`src/rtl/core/prg_pkg.sv`:
```
// Shared types and constants for the point range and elevation gate.
package prg_pkg;

  localparam int unsigned CFG_ADDR_W = 5;
  localparam int unsigned APB_DATA_W = 32;
  localparam int unsigned TAN_W      = 24;
  localparam int unsigned RANGE_W    = 23;
  localparam int unsigned TAN_SQ_W   = 2 * TAN_W;
  localparam int unsigned RANGE_SQ_W = 2 * RANGE_W;
  localparam int unsigned CHUNK_W    = 24;
  localparam int unsigned TAN_CHUNKS = TAN_SQ_W / CHUNK_W;
  // dz^2 * 2^32 lines up with tan^2 in Q16.32
  localparam int unsigned TAN_FRAC2  = 32;

  localparam logic [RANGE_W-1:0] MAX_RANGE_RST = RANGE_W'(35000);
  localparam logic [TAN_W-1:0]   MIN_TAN_RST   = TAN_W'(-37837);
  localparam logic [TAN_W-1:0]   MAX_TAN_RST   = TAN_W'(37837);

  typedef enum logic [2:0] {
    REG_SENSOR_X     = 3'd0,
    REG_SENSOR_Y     = 3'd1,
    REG_SENSOR_Z     = 3'd2,
    REG_MAX_RANGE    = 3'd3,
    REG_MIN_ELEV_TAN = 3'd4,
    REG_MAX_ELEV_TAN = 3'd5
  } cfg_reg_t;

  // limits derived from the config registers
  typedef struct packed {
    logic [TAN_SQ_W-1:0]   tan_min_sq;
    logic [TAN_SQ_W-1:0]   tan_max_sq;
    logic                  min_le0;
    logic                  max_ge0;
    logic [RANGE_SQ_W-1:0] range_sq;
  } lim_t;

  // control bits that travel with a point word
  typedef struct packed {
    logic valid;
    logic dz_pos;
    logic dz_neg;
  } tag_t;

endpackage

```
`src/rtl/core/prg_geom.sv`:
```
// Front stages: offsets from the sensor, their squares and the distance sums.
module prg_geom #(
  parameter int unsigned COORD_BITS = 24
) (
  input  logic                      clk,
  input  logic                      rst,
  input  logic                      in_valid,
  input  logic [COORD_BITS-1:0]     px,
  input  logic [COORD_BITS-1:0]     py,
  input  logic [COORD_BITS-1:0]     pz,
  input  logic [COORD_BITS-1:0]     sensor_x,
  input  logic [COORD_BITS-1:0]     sensor_y,
  input  logic [COORD_BITS-1:0]     sensor_z,
  output prg_pkg::tag_t             tag,
  output logic [COORD_BITS-1:0]     qx,
  output logic [COORD_BITS-1:0]     qy,
  output logic [COORD_BITS-1:0]     qz,
  output logic [2*COORD_BITS:0]     hsq,
  output logic [2*COORD_BITS+1:0]   dsq,
  output logic [2*COORD_BITS-1:0]   zsq
);

  localparam int unsigned C    = COORD_BITS;
  localparam int unsigned SQ_W = 2 * C;
  localparam int unsigned H_W  = SQ_W + 1;
  localparam int unsigned D_W  = SQ_W + 2;

  logic signed [C:0] dx, dy, dz;
  logic signed [C:0] nx, ny, nz;

  // stage 0: absolute offsets
  prg_pkg::tag_t   tag0;
  logic [C-1:0]    ux, uy, uz;
  logic [C-1:0]    x0, y0, z0;
  // stage 1: squares
  prg_pkg::tag_t   tag1;
  logic [SQ_W-1:0] sqx, sqy, sqz;
  logic [C-1:0]    x1, y1, z1;

  assign dx = $signed({px[C-1], px}) - $signed({sensor_x[C-1], sensor_x});
  assign dy = $signed({py[C-1], py}) - $signed({sensor_y[C-1], sensor_y});
  assign dz = $signed({pz[C-1], pz}) - $signed({sensor_z[C-1], sensor_z});
  assign nx = -dx;
  assign ny = -dy;
  assign nz = -dz;

  always_ff @(posedge clk) begin
    if (rst) begin
      tag0.valid <= 1'b0;
      tag1.valid <= 1'b0;
      tag.valid  <= 1'b0;
    end else begin
      tag0.valid <= in_valid;
      tag1.valid <= tag0.valid;
      tag.valid  <= tag1.valid;
    end

    // magnitude of a difference of two C-bit values fits in C bits
    ux          <= dx[C] ? nx[C-1:0] : dx[C-1:0];
    uy          <= dy[C] ? ny[C-1:0] : dy[C-1:0];
    uz          <= dz[C] ? nz[C-1:0] : dz[C-1:0];
    tag0.dz_neg <= dz[C];
    tag0.dz_pos <= ~dz[C] & (dz != '0);
    x0          <= px;
    y0          <= py;
    z0          <= pz;

    sqx         <= SQ_W'(ux) * SQ_W'(ux);
    sqy         <= SQ_W'(uy) * SQ_W'(uy);
    sqz         <= SQ_W'(uz) * SQ_W'(uz);
    tag1.dz_neg <= tag0.dz_neg;
    tag1.dz_pos <= tag0.dz_pos;
    x1          <= x0;
    y1          <= y0;
    z1          <= z0;

    hsq         <= H_W'(sqx) + H_W'(sqy);
    dsq         <= D_W'(sqx) + D_W'(sqy) + D_W'(sqz);
    zsq         <= sqz;
    tag.dz_neg  <= tag1.dz_neg;
    tag.dz_pos  <= tag1.dz_pos;
    qx          <= x1;
    qy          <= y1;
    qz          <= z1;
  end

endmodule

```
`config.mk`:
```
export PLATFORM = sky130hd
export DESIGN_NAME = prg_geom
export DESIGN_NICKNAME = d
export VERILOG_FILES = /design/src/rtl/core/prg_pkg.sv /design/src/rtl/core/prg_geom.sv
export SDC_FILE = /design/constraint.sdc
export NUM_CORES = 2
export LEC_CHECK = 0
export ABC_AREA = 1
export BUFFER_PORTS_ARGS = -buffer_cell sky130_fd_sc_hd__buf_4
export CORE_UTILIZATION = 30
export CTS_BUF_LIST = sky130_fd_sc_hd__clkbuf_16
export DETAILED_ROUTE_END_ITERATION = 16
export SLEW_MARGIN = 20
export SYNTH_ARGS = -nofsm -noshare
export SYNTH_HDL_FRONTEND = slang
export SYNTH_SLANG_ARGS = --single-unit
export TNS_END_PERCENT = 100
```
`constraint.sdc`:
```
create_clock -name clk -period 6.9 [get_ports clk]
set_input_delay 1.725 -clock clk [delete_from_list [all_inputs] [get_ports clk]]
set_output_delay 1.725 -clock clk [all_outputs]
set_load 0.05 [all_outputs]
```
==> impl_metrics.tcl <==
set metrics [dict create \
    status "completed" \
    reg2reg_depth 25 \
    skew_ns 0.0332 \
    crit_path_max_incr_delay_ns 0.56 \
    min_period_over_period 0.957 \
    dr.pass1.iters 6 \
    cts_sinks 584 \
    antenna_found_initial 12 \
    wire_per_inst_um 16.2 \
    synth-edff-count 0 \
    die_x_um 502 \
    drtIter0Drc 3483 \
    synthDistinctLibCells 57 \
    grt-ovfl-total 0 \
    worstHoldEndpoint "qy[22]$_DFF_P_" \
    start_util 0.302 \
    r2r-end "sqx[47]$_DFF_P_" \
    nNetsFinal 11700 \
    ys_seq_area_frac 0.156 \
    vias 56700 \
    finalWirelength_um 209000 \
    yosysWarnings 0 \
    grt_setup_unrepaired "no" \
    tns_ns 0 \
    grt_usage 0.170 \
    cap_viol_max_count 0 \
    netlist_instances 9075 \
    cp_common_cell "fa_1" \
    core_um2 248000 \
    relSlewSlack 0.440 \
    grt_pass1_wl_um 331000 \
    drtAntennaViolNets 0 \
    slew_viol_final 0 \
    syn_to_final_growth_pct 13.6 \
    holdPathStages 0 \
    synthFlopType "dfxtp_1" \
    crit_fanout 12 \
    regToRegSetupSlack_ns 0.30 \
    cts_tree "done" \
    clockRootBuffer "clkbuf_16" \
    critPathTopFamily "adder cells" \
    clk-insertion-delay-late_ns 0.71 \
    setup_viol 0 \
    cp-start-kind "flop" \
    drc 0 \
    gp_congestion 0.953 \
    crit-reg2reg-launch "ux[18]$_DFF_P_" \
    dieArea_um2 252000 \
    timing.final.crit_period_ns 6.60 \
    viasPerCell 4.39 \
    hpwl_um 184000 \
    synth-seq-cells 584 \
    hp-start "y1[22]$_DFF_P_" \
    fmax_mhz 152 \
    syn-cell-area_um2 75000 \
    cts_buffers 72 \
    grt_max_degree 26 \
    die_height_um 502 \
    arrival_ns 7.18 \
    port-buffer-count 367 \
    max_slew.worst_pin.slew_ns 0.834 \
    crit_type "reg -> reg" \
    worstPathRequired_ns 7.48 \
    ios 369 \
    cts.clk_slew.worst_paths_ns 0.06 \
    hold_class "reg -> reg" \
    drive_above_1_share 0.0802 \
    hold_viol_final 0 \
    synth-async-reset-ratio 0 \
    critical_path_buf_inv_count 8 \
    htreeDepth 3 \
    fp-row-count 183 \
    syn_area_per_cell_um2 8.26 \
    worst_setup_path_end_kind "flop" \
    first_global_vias 59100 \
    clockBufferDepth 3 \
    cp_slowest_cell "fa_1" \
]
## flip-flops by register name (all words and copies together) (netlist names), 47 cells and up
signal  cells
sqx        47
sqy        47
sqz        47
dsq        50
hsq        49
zsq        47
## worst max-delay path by stage
| stage | start | endpoint | cells past startpoint |
|---|---|---|---|
| finish | ux[18]$_DFF_P_ | sqx[47]$_DFF_P_ | 25 |
| floorplan | uz[2]$_DFF_P_ | sqz[44]$_DFF_P_ | 26 |
| detailed placement | uy[8]$_DFF_P_ | sqy[47]$_DFF_P_ | 23 |
| global route | ux[11]$_DFF_P_ | sqx[47]$_DFF_P_ | 24 |
| CTS | uy[8]$_DFF_P_ | sqy[47]$_DFF_P_ | 25 |
| global placement | uy[8]$_DFF_P_ | sqy[47]$_DFF_P_ | 25 |
## layout by cell type, fill, tap and decap left out, types with 10 or more instances in the layout
cell	count
a21o_1	22
a21oi_1	371
a21oi_2	10
a31oi_1	57
buf_4	511
clkbuf_16	74
dfxtp_1	543
dfxtp_2	41
fa_1	1317
ha_1	698
inv_1	2606
nand2_1	1766
nand2_2	21
nand3_1	187
nand3b_1	18
nand4_1	47
nor2_1	458
nor2_2	16
nor3_1	41
nor4_1	18
o21a_1	25
o21ai_0	209
o21ai_1	13
o21bai_1	32
xnor2_1	115
xor2_1	199
## layer usage
metal	GRT usage	up-vias	wire, um
met3	0.0212	279	10300
met4	0.0806	0	11100
met5	0	-	0
met1	0.218	27500	90100
met2	0.282	1351	97500
li1	-	27600	-
## synth_stat cells (59+ instances only)
cell         n  share of area
dfxtp_1    584           0.16
fa_1      1317           0.35
a31oi_1     59         0.0049
a21oi_1    373          0.025
xnor2_1    115          0.013
nor2_1     458          0.023
ha_1       698           0.12
o21ai_0    212          0.014
clkbuf_1   149         0.0075
xor2_1     199          0.023
inv_1     2602           0.13
nand2_1   1766          0.088
nand3_1    187          0.012
## stage by stage
step	cell area, um2	setup WS [ns]	hold slack (ns)	util	cells
finish	85100	0.300	0.316	0.343	12900
global route	85100	0.0182	0.319	0.343	12900
CTS	85000	0.0992	0.313	0.342	12900
detailed placement	82500	0.115	0.312	0.332	12800
global placement	82500	0.151	0.310	0.332	12800
floorplan	75000	0.646	0.310	-	9078
## final cells by class
type	instances	area [um2]
Sequential cell	584	11700
Timing Repair Buffer	523	4040
Fill cell	26000	163000
Clock buffer	74	1850
Inverter	2610	9800
Clock inverter	58	631
Tap cell	3330	4170
Multi-Input combinational cell	5727	52900
Antenna cell	7	17.5
## worst reg2reg max path: cells and delay by family (launching register included)
kind | cells | cell delay (ns)
adder cells (fa/ha/maj) | 8 | 3.81
buffers and inverters | 8 | 0.85
AO/OA/AOI/OAI | 4 | 0.77
AND/OR/NAND/NOR | 4 | 0.51
flip-flops | 1 | 0.41
XOR/XNOR | 1 | 0.15
## kinds of logic (layout without fill, tap and decap cells)
group / count (synthesis) / in the layout / share of synthesized area
XOR/XNOR: 318 / 318 / 0.0377
flip-flops: 584 / 584 / 0.156
adder cells (fa/ha/maj): 2015 / 2015 / 0.468
other: 1 / 11 / 0.0000500
buffers and inverters: 2767 / 3265 / 0.139
AO/OA/AOI/OAI: 793 / 793 / 0.0593
AND/OR/NAND/NOR: 2597 / 2597 / 0.140
## timing repair
action                                  in CTS  in global routing
hold buffers                                 0                  0
setup buffers                                0                  0
resized for setup                            0                 54
endpoints found under the setup margin       0                 44
Power is left out: the tool's default activity adds up to more than one toggle a clock period on the data nets, which glitch-free logic cannot reach.
