### config.mk
export PLATFORM = sky130hd
export DESIGN_NAME = prg_cfg
export DESIGN_NICKNAME = d
export VERILOG_FILES = /design/src/rtl/core/prg_pkg.sv /design/src/rtl/core/prg_cfg.sv
export SDC_FILE = /design/constraint.sdc
export NUM_CORES = 2
export LEC_CHECK = 0
export ABC_AREA = 1
export BUFFER_PORTS_ARGS = -buffer_cell sky130_fd_sc_hd__buf_4
export CORE_MARGIN = 5
export CORE_UTILIZATION = 40
export CTS_CLUSTER_DIAMETER = 200
export CTS_CLUSTER_SIZE = 40
export DETAILED_ROUTE_END_ITERATION = 7
export GPL_ROUTABILITY_DRIVEN = 0
export HOLD_SLACK_MARGIN = 0.12
export PLACE_DENSITY = 0.64
export SYNTH_ARGS = -nofsm -noshare
export SYNTH_HDL_FRONTEND = slang
export SYNTH_SLANG_ARGS = --single-unit
### constraint.sdc
create_clock -name clk -period 9.37 [get_ports clk]
set_input_delay 0.937 -clock clk [delete_from_list [all_inputs] [get_ports clk]]
set_output_delay 0.937 -clock clk [all_outputs]
set_load 0.01 [all_outputs]
### src/rtl/core/prg_pkg.sv
// Shared types and constants for the point range and elevation gate.
package prg_pkg;

  localparam int unsigned CFG_ADDR_W = 5;
  localparam int unsigned APB_DATA_W = 32;
  localparam int unsigned TAN_W      = 24;
  localparam int unsigned RANGE_W    = 23;
  localparam int unsigned TAN_SQ_W   = 2 * TAN_W;
  localparam int unsigned RANGE_SQ_W = 2 * RANGE_W;
  localparam int unsigned CHUNK_W    = 24;
  localparam int unsigned TAN_CHUNKS = TAN_SQ_W / CHUNK_W;
  // dz^2 * 2^32 lines up with tan^2 in Q16.32
  localparam int unsigned TAN_FRAC2  = 32;

  localparam logic [RANGE_W-1:0] MAX_RANGE_RST = RANGE_W'(35000);
  localparam logic [TAN_W-1:0]   MIN_TAN_RST   = TAN_W'(-37837);
  localparam logic [TAN_W-1:0]   MAX_TAN_RST   = TAN_W'(37837);

  typedef enum logic [2:0] {
    REG_SENSOR_X     = 3'd0,
    REG_SENSOR_Y     = 3'd1,
    REG_SENSOR_Z     = 3'd2,
    REG_MAX_RANGE    = 3'd3,
    REG_MIN_ELEV_TAN = 3'd4,
    REG_MAX_ELEV_TAN = 3'd5
  } cfg_reg_t;

  // limits derived from the config registers
  typedef struct packed {
    logic [TAN_SQ_W-1:0]   tan_min_sq;
    logic [TAN_SQ_W-1:0]   tan_max_sq;
    logic                  min_le0;
    logic                  max_ge0;
    logic [RANGE_SQ_W-1:0] range_sq;
  } lim_t;

  // control bits that travel with a point word
  typedef struct packed {
    logic valid;
    logic dz_pos;
    logic dz_neg;
  } tag_t;

endpackage

### src/rtl/core/prg_cfg.sv
// APB register file and the squared limits derived from it.
module prg_cfg #(
  parameter int unsigned COORD_BITS = 24
) (
  input  logic                              clk,
  input  logic                              rst,
  input  logic                              psel,
  input  logic                              penable,
  input  logic                              pwrite,
  input  logic [prg_pkg::CFG_ADDR_W-1:0]    paddr,
  input  logic [prg_pkg::APB_DATA_W-1:0]    pwdata,
  output logic [prg_pkg::APB_DATA_W-1:0]    prdata,
  output logic                              pready,
  output logic [COORD_BITS-1:0]             sensor_x,
  output logic [COORD_BITS-1:0]             sensor_y,
  output logic [COORD_BITS-1:0]             sensor_z,
  output prg_pkg::lim_t                     lim
);

  logic [prg_pkg::RANGE_W-1:0] max_range;
  logic [prg_pkg::TAN_W-1:0]   min_tan;
  logic [prg_pkg::TAN_W-1:0]   max_tan;
  logic                        wr_en;
  prg_pkg::cfg_reg_t           reg_sel;

  logic signed [prg_pkg::TAN_SQ_W-1:0] min_sq;
  logic signed [prg_pkg::TAN_SQ_W-1:0] max_sq;
  logic [prg_pkg::RANGE_SQ_W-1:0]      range_sq;

  assign pready  = 1'b1;
  assign wr_en   = psel & penable & pwrite;
  assign reg_sel = prg_pkg::cfg_reg_t'(paddr[4:2]);

  always_ff @(posedge clk) begin
    if (rst) begin
      sensor_x  <= '0;
      sensor_y  <= '0;
      sensor_z  <= '0;
      max_range <= prg_pkg::MAX_RANGE_RST;
      min_tan   <= prg_pkg::MIN_TAN_RST;
      max_tan   <= prg_pkg::MAX_TAN_RST;
    end else if (wr_en) begin
      unique case (reg_sel)
        prg_pkg::REG_SENSOR_X:     sensor_x  <= pwdata[COORD_BITS-1:0];
        prg_pkg::REG_SENSOR_Y:     sensor_y  <= pwdata[COORD_BITS-1:0];
        prg_pkg::REG_SENSOR_Z:     sensor_z  <= pwdata[COORD_BITS-1:0];
        prg_pkg::REG_MAX_RANGE:    max_range <= pwdata[prg_pkg::RANGE_W-1:0];
        prg_pkg::REG_MIN_ELEV_TAN: min_tan   <= pwdata[prg_pkg::TAN_W-1:0];
        prg_pkg::REG_MAX_ELEV_TAN: max_tan   <= pwdata[prg_pkg::TAN_W-1:0];
        default: ;
      endcase
    end
  end

  always_comb begin
    unique case (reg_sel)
      prg_pkg::REG_SENSOR_X:     prdata = prg_pkg::APB_DATA_W'($signed(sensor_x));
      prg_pkg::REG_SENSOR_Y:     prdata = prg_pkg::APB_DATA_W'($signed(sensor_y));
      prg_pkg::REG_SENSOR_Z:     prdata = prg_pkg::APB_DATA_W'($signed(sensor_z));
      prg_pkg::REG_MAX_RANGE:    prdata = prg_pkg::APB_DATA_W'(max_range);
      prg_pkg::REG_MIN_ELEV_TAN: prdata = prg_pkg::APB_DATA_W'($signed(min_tan));
      prg_pkg::REG_MAX_ELEV_TAN: prdata = prg_pkg::APB_DATA_W'($signed(max_tan));
      default:                   prdata = '0;
    endcase
  end

  assign min_sq   = $signed(min_tan) * $signed(min_tan);
  assign max_sq   = $signed(max_tan) * $signed(max_tan);
  assign range_sq = prg_pkg::RANGE_SQ_W'(max_range) * prg_pkg::RANGE_SQ_W'(max_range);

  // registered every cycle; config must only move while the pipe is empty, which the block does not enforce
  always_ff @(posedge clk) begin
    lim.tan_min_sq <= min_sq;
    lim.tan_max_sq <= max_sq;
    lim.min_le0    <= min_tan[prg_pkg::TAN_W-1] | (min_tan == '0);
    lim.max_ge0    <= ~max_tan[prg_pkg::TAN_W-1];
    lim.range_sq   <= range_sq;
  end

endmodule

==> metrics.txt <==
Tot GR Track Use=22.16%; max-cap viol count=0; Yosys warning count=0; Setup crit start=max_tan[23]; WHS Endpoint=sensor_y[3]; GRT overflow=0; crit-path max FO=25; R2R setup slack=1470 ps; Sequential Power Share=8.1%; Logic pwr share=88.3%; post-CTS setup buffers=0; Skew-Pair Late Insertion Delay=600 ps; die width=414.8 um; Slew Limit Headroom=19.78%; Root Buffer Master=clkbuf_16; CTS sink cnt=284; Post-synth EDFFs=0; Die Span Y=414.8 um; maximum vdd drop=0.7409 mV; vias in the first global route=54630; synth top area cells=fa_1 46%, inv_1 15%, nand2_1 10%; final core occ=43.25%; CTS tree=built; Setup crit start kind=flop; fin nets=10280; Initial Util=40.26%; Synth Flop Type=dfxtp_1; Routed Antenna Nets=0; Setup TNS Final=0 ps; Cells after Synth=8167; WP data arrival=8380 ps; RSZ-0062 raised after global routing=false; Synth Cell Area=65540 um2; count leader, synth=inv_1; total CTS buffers=13; sequential-to-total area share from yosys stat=8.675%; CP peak stage delay=1150 ps; total wire length=187000 um; Worst Tran Pin Value=1202 ps; ratio of cells with drive above 1 in the final layout=4.754%; crit-path cells=nand2_1, inv_1, fa_1, fa_1, inv_1, fa_1, inv_1, fa_1, fa_1, fa_1, fa_1, ha_1, nand2_1, nor2_1, nand2_1, nor2_1, nand3_1, nand4_1, nand2_1; DR DRC count=0; Hold Violations, Final=0; core area=162800 um2; Power, Total=21550 uW; DR WL/cell=17.87 um; final setup fails=0; vias per cell=4.821; Final min period=7896 ps; via count=50460; Avg Inst Size Synth=8.025 um2; Die ar.=172000 um2; largest net degree at the start of global routing=79; Synth Area in Simple Gates=15.19%; Max Clock Skew=82.98 ps; R2R Path Start=max_tan[23]; CTS H-tree depth=1; Worst EP required=9860 ps; Non-Filler Instances=10470; HPWL after DPL=158600 um; PostCTS Resize Cnt=0; r2r worst-path depth=19; Synth top cells by count=2533 x inv_1, 1823 x nand2_1, 1497 x fa_1; switching pwr=13120 uW; dpl cells=10440; Clock Tree Buf Depth=3; sw frac=60.86%; Seq cells post-synth=284; Min-Delay Path Class=reg2reg; Hold Crit Depth=2; largest family of logic cells by synthesized area=adder cells; Compound-Gate Fraction of Synth Area=3.956%; status=finished, final reports clean; post-synth top area share=45.73%; Peak Freq=126.7 MHz; path type of the worst setup path=reg2reg; Pleak=0.04093 uW; drt pass-1 iters=6; WP buf/inv=3; Top Family by Delay on Critical Path=adder cells; pwr dens=306.1 nW/um2; synth unique cells=41; post-synthesis mux area share=0%; # hold bufs at CTS=0; worst hold start=sensor_y[3]; first-pass GRT wire length=301800 um; initial antenna violation count=4; initial DRC count=3769; post-route cell area=70400 um2; Critical-path top delay cell=dfxtp_1; leading area contributor after synthesis=fa_1; P&R area growth vs syn=7.411%; P_int=8435 uW; Clock transition at path regs=160 ps; CP most frequent cell=fa_1; XOR/XNOR share of the synthesized area=1.550%; Post-synth ARST share=0%; Final Max Slew Viols=0; adder-cell share of the synthesized area=54.53%; Clk network pwr share=3.6%; Reg-to-Reg End=lim[91]; I/O pins=291; # rows=148; final worst-path cycle share=84.27%; dpl cell area=69940 um2; port bufs=276; Setup crit end kind=flop
## area by class of cell
| class | instances | area, um2 |
|---|---|---|
| Timing Repair Buffer | 354 | 2658 |
| Tap cell | 2175 | 2721 |
| Clock inverter | 7 | 120.1 |
| Fill cell | 16090 | 92380 |
| Sequential cell | 284 | 5689 |
| Clock buffer | 13 | 325.3 |
| Antenna cell | 4 | 10.01 |
| Multi-Input combinational cell | 5090 | 49340 |
| Inverter | 2540 | 9535 |
## cells in the final DEF, fill, tap and decap left out, types with 4 or more instances in the layout
master     count
inv_1       2532
nand2_1     1823
fa_1        1497
nor2_1       475
ha_1         461
buf_4        354
dfxtp_1      281
a21oi_1      190
o21ai_0      176
nand3_1      166
xor2_1        80
nand4_1       42
xnor2_1       36
o21bai_1      32
a22oi_1       24
o22ai_1       16
nor3_1        13
clkbuf_16     13
nor4_1         7
a31oi_1        6
nand3b_1       6
inv_2          5
a21o_1         5
a221oi_1       5
diode_2        4
o211ai_1       4
nor3_4         4
conb_1         4
## cell families after synthesis
logic type / after synthesis
flops: 284
xor+xnor: 116
fa+ha+maj: 1958
simple gates: 2542
other cells: 2
buf+inv: 2795
compound gates: 470
## worst reg2reg max path, cell delays in order, from the launching register on
cell and delay, ps:
dfxtp_1 1150, nand2_1 260, inv_1 160, fa_1 580, fa_1 720, inv_1 230, fa_1 660, inv_1 400
fa_1 530, fa_1 580, fa_1 430, fa_1 440, ha_1 420, nand2_1 160, nor2_1 320, nand2_1 180
nor2_1 190, nand3_1 190, nand4_1 150, nand2_1 70
## how the worst max path moves through the flow
| stage | end | slack, ps | depth (start not counted) |
|---|---|---|---|
| CTS | lim[95] | 1570 | 22 |
| global placement | lim[95] | 1670 | 22 |
| floorplan | lim[95] | 2880 | 24 |
| detailed placement | lim[95] | 1580 | 22 |
| finish | lim[91] | 1470 | 19 |
| global route | lim[93] | 990 | 24 |
## registers in the layout, indices dropped and copies added, names as in the netlist
| name | cells |
|---|---|
| max_range | 23 |
| sensor_z | 24 |
| sensor_y | 24 |
| lim | 141 |
| sensor_x | 24 |
| max_tan | 24 |
| min_tan | 24 |
## per-stage QoR
| step | worst slack, ps | hold slack [ps] |
|---|---|---|
| floorplan | 2879 | 329.0 |
| detailed placement | 1584 | 496.3 |
| finish | 1474 | 518.6 |
| global placement | 1669 | 492.6 |
| global route | 990.1 | 541.1 |
| CTS | 1570 | 515.4 |
## power groups by stage
stage	Clock, uW	Sequential, uW	Combinational, uW
2_1_floorplan	0	1850	12700
3_3_place_gp	0	1780	18700
3_5_place_dp	0	1780	18800
4_1_cts	807	1750	18900
5_1_grt	843	1770	21400
6_report	780	1750	19000
## per-layer routing
layer	wire length, um	GRT usage [%]
met1	72910	27.92
met4	13520	12.53
met3	12980	2.745
met2	87630	37.02
met5	0	0
Power figures use the tool's default switching activity.
